`src/sv/double_ended_priority_queue_macros.svh`:
```
// Assertion macros for the double-ended priority queue.
// Depends on a clock named clk and a reset named rst in the including module.
`ifndef DOUBLE_ENDED_PRIORITY_QUEUE_MACROS_SVH
`define DOUBLE_ENDED_PRIORITY_QUEUE_MACROS_SVH

// check a condition in the same cycle
`define DEP_ASSERT_NOW(label, ante, cons) \
  label: assert property (@(posedge clk) disable iff (rst) (ante) |-> (cons)) \
    else $error("%m: check failed");

// check a condition in the next cycle
`define DEP_ASSERT_NEXT(label, ante, cons) \
  label: assert property (@(posedge clk) disable iff (rst) (ante) |=> (cons)) \
    else $error("%m: check failed");

`endif

```
`src/sv/dep_pkg.sv`:
```
// Types and constants of the double-ended priority queue.
// No dependencies; used by every module of the block.
`timescale 1ns / 1ps
package dep_pkg;

  localparam int CAPACITY = 64;
  localparam int CNT_W    = $clog2(CAPACITY + 1);

  localparam logic [1:0] MODE_INSERT  = 2'd0;
  localparam logic [1:0] MODE_DEL_MAX = 2'd1;
  localparam logic [1:0] MODE_DEL_MIN = 2'd2;

  typedef logic signed [31:0] key_t;

  typedef struct packed {
    logic [1:0] mode;
    key_t       value;
  } in_item_t;

  typedef struct packed {
    key_t       max_key;
    key_t       min_key;
    logic [6:0] key_count;
    logic       is_empty;
    logic       dropped;
  } out_item_t;

  typedef struct packed {
    logic ins;
    logic del_min;
    key_t key;
  } cell_op_t;

endpackage

```
`src/sv/dep_cell.sv`:
```
// One cell of the sorted key chain: holds one key, trades with its neighbors.
// Depends on dep_pkg.
`timescale 1ns / 1ps
module dep_cell
  import dep_pkg::*;
(
  input  logic     clk,
  input  cell_op_t op,
  input  logic     occ,
  input  logic     left_shift,
  input  key_t     left_key,
  input  key_t     right_key,
  output logic     shift,
  output key_t     key
);

  // free cell or larger key: the new key lands here or further left
  assign shift = !occ || (key > op.key);

  always_ff @(posedge clk) begin
    if (op.ins) begin
      if (left_shift) begin
        key <= left_key;
      end else if (shift) begin
        key <= op.key;
      end
    end else if (op.del_min) begin
      key <= right_key;
    end
  end

endmodule

```
`config.mk`:
```
export PLATFORM = sky130hd
export DESIGN_NAME = dep_cell
export DESIGN_NICKNAME = d
export VERILOG_FILES = /design/src/sv/double_ended_priority_queue_macros.svh /design/src/sv/dep_pkg.sv /design/src/sv/dep_cell.sv
export SDC_FILE = /design/constraint.sdc
export NUM_CORES = 1
export LEC_CHECK = 0
export ABC_AREA = 1
export BUFFER_PORTS_ARGS = -buffer_cell sky130_fd_sc_hd__buf_2
export CORE_MARGIN = 2
export CORE_UTILIZATION = 30
export DETAILED_ROUTE_END_ITERATION = 10
export PLACE_DENSITY = 0.64
export SETUP_SLACK_MARGIN = 0.3
export SYNTH_ARGS = -nofsm -noshare
export SYNTH_HDL_FRONTEND = slang
export SYNTH_SLANG_ARGS = --single-unit
```
`constraint.sdc`:
```
create_clock -name clk -period 2.9 [get_ports clk]
set_input_delay 0.145 -clock clk [delete_from_list [all_inputs] [get_ports clk]]
set_output_delay 0.145 -clock clk [all_outputs]
set_load 0.005 [all_outputs]
```
==> results.toml <==
[pwr]
peakVddDrop_mv = 0.1915
powerDensity_nw_per_um2 = 397.0
power.leakage_nw = 1.764

[clock_tree]
clkLatencyLatePin_ns = 0.28
clkTransAtPathRegs_ns = 0.07
htreeDepth = 2
cts_resized = 0
hold_buffers = 0
cts_setup_buffers = 0
numCtsBuffers = 5
cts_num_sinks = 32
cts_max_path_buffers = 2
ctsRootBufferMaster = "clkbuf_8"
cts_tree = "built"

[logic_synthesis]
synth_seq_area_share = 0.3844
yosys.cell_types.count = 23
syn_area_per_cell_um2 = 7.645
synth_ff_type = "edfxtp_1"
yosysTopAreaCell = "edfxtp_1"
synth_warnings = 0
synth_area_leaders = "edfxtp_1 (38%), ha_1 (16%), nand2_1 (11%), o21ai_0 (8.0%), nor2_1 (6.3%)"
synth-edff-count = 32
synth_area_um2 = 2500
async_flop_share = 0
synth_top_area_frac = 0.3844
synth_cells = 327
ys_ff_latch = 32
syn_nets = 460
synth_common_cells = "nand2_1 (71), nor2_1 (42), inv_1 (40), o21ai_0 (40)"
yosysMostFrequentCell = "nand2_1"

[die]
die_x_um = 95.29
coreArea_um2 = 8134
row_count = 33
die_area_um2 = 9079
num_io_pins = 134
start_util = 0.3073
die_h_um = 95.29

[layout]
reg.largest.list = "key x32"
largest_register_ffs = 32
largest-register = "key"
final_cells = 565
drive_above_1_share = 0.3283
syn_to_final_growth_pct = 34.48
antenna_cells = 0
num-fill-cells = 868
fin_nets = 592

[critical_path]
reg2reg_from = "key[31]"
worst-r2r-setup-slack_ns = 0.60
start_kind = "register"
crit_path_end_kind = "register"
rr_endpoint = "key[22]"
cp.arrival_ns = 2.26
worstPathMaxFanout = 20
worstPathRequired_ns = 2.86
reg2reg_depth = 12
worst-setup-path-type = "reg -> reg"

[sta]
timing.final.max_slew_violations = 0
clock.fmax_mhz = 434.0
fin_setup_tns_ns = 0
holdWs_ns = 0.1467
fin_crit_sh = 0.7946
finalHoldViolCount = 0
max_slew_margin = 0.2981
rsz0062_at_grt = "no"
period_minus_slack_ns = 2.304
finalSetupViolations = 0
postLayoutSetupSlackWorst_ns = 0.5958
tightest_slew_ns = 1.052
finClkSkew_ns = 0.006289

[detailed_routing]
first_pass_iters = 4
drc = 0
vias = 2563
drt_iter0_drc = 81
antenna_left = 0
avgRoutedWirePerCell_um = 12.36
vias_per_cell = 4.536
routed_wl_um = 6982

[placed_design]
dp_hpwl_um = 5375
io_buffers = 133
placed_cells_incl_taps = 557
place.gp.congestion = 0.7259
pre_cts_ws_ns = 0.5754

[run_status]
status = "complete, no violations"

[global_route]
grt_usage = 0.1571
grt_pass1_vias = 2458
grt_pass1_wl_um = 11160
grt_max_degree = 35
antenna_found_initial = 0
grt-ovfl-total = 0

[worst_hold_path]
min_path_cells = 3
min_to = "key[2]"
hp-start = "right_key[2]"
hold_path.class = "in -> reg"

[run]
drv_cap = 0
layout by cell type (no fill, tap or decap), drive strengths merged:
| cell | count |
|---|---|
| o21ai | 66 |
| edfxtp | 32 |
| nor2 | 43 |
| and3 | 1 |
| ha | 32 |
| o21a | 2 |
| buf | 137 |
| a21oi | 14 |
| inv | 42 |
| nand2 | 72 |
| clkinv | 2 |
| nor3b | 1 |
| clkbuf | 7 |
| nand4 | 1 |
| a21o | 1 |
| or2 | 1 |
| nand3 | 6 |
cell type report:
| class | count | area [um^2] | share of cell area |
|---|---|---|---|
| Timing Repair Buffer | 137 | 695.7 | 0.2069 |
| Sequential cell | 32 | 960.9 | 0.2858 |
| Clock buffer | 7 | 76.32 | 0.02270 |
| Tap cell | 105 | 131.4 | 0.03908 |
| Multi-Input combinational cell | 240 | 1333 | 0.3964 |
| Inverter | 43 | 161.4 | 0.04801 |
| Clock inverter | 1 | 3.754 | 0.001116 |
metal layers:
metal  track usage  routed length, um  vias up
li1              -                  -     1347
met1        0.1901               3052     1129
met2        0.2811               3382       83
met3       0.04190                504        4
met4       0.02899                 43        0
met5             0                  0        -
metrics by stage:
stage	total power, mW	area, um^2	utilization
after floorplan	0.8293	2500	-
after global placement	1.013	3282	0.4035
after detailed placement	1.023	3282	0.4035
after CTS	1.358	3362	0.4133
after global routing	1.442	3362	0.4133
final	1.335	3362	0.4133
worst max-delay path by stage:
stage	depth (start not counted)	slack, ns	endpoint	start
floorplan	11	0.39	key[0]	key[31]
global placement	12	0.60	key[27]	key[23]
detailed placement	12	0.58	key[28]	key[31]
CTS	12	0.56	key[23]	key[31]
global route	12	0.33	key[31]	key[31]
finish	12	0.60	key[22]	key[31]
worst max-delay path, cell delays in order, from the launching register on:
cell,delay [ns]
edfxtp_1,0.39
ha_1,0.37
nand2_1,0.11
nor2_2,0.14
nand2_2,0.09
nor3b_2,0.19
nand2_1,0.08
nand3_1,0.08
nand3_2,0.09
nand3_2,0.06
nand2_1,0.04
inv_1,0.06
buf_4,0.27
logic make-up (layout without fill, tap and decap cells):
logic type / count (synthesis) / in the layout / share of synthesized area
AND/OR/NAND/NOR: 125 / 125 / 0.2032
AO/OA/AOI/OAI: 83 / 83 / 0.1697
buffers and inverters: 55 / 188 / 0.08258
adder cells (fa/ha/maj): 32 / 32 / 0.1602
flip-flops: 32 / 32 / 0.3844
where the power goes:
part,leakage [nW],switching (mW),internal [mW]
logic,1.40,0.218,0.186
registers,0.328,0.0264,0.575
clock network,0.0399,0.163,0.167
(Power assumes the default switching activity.)
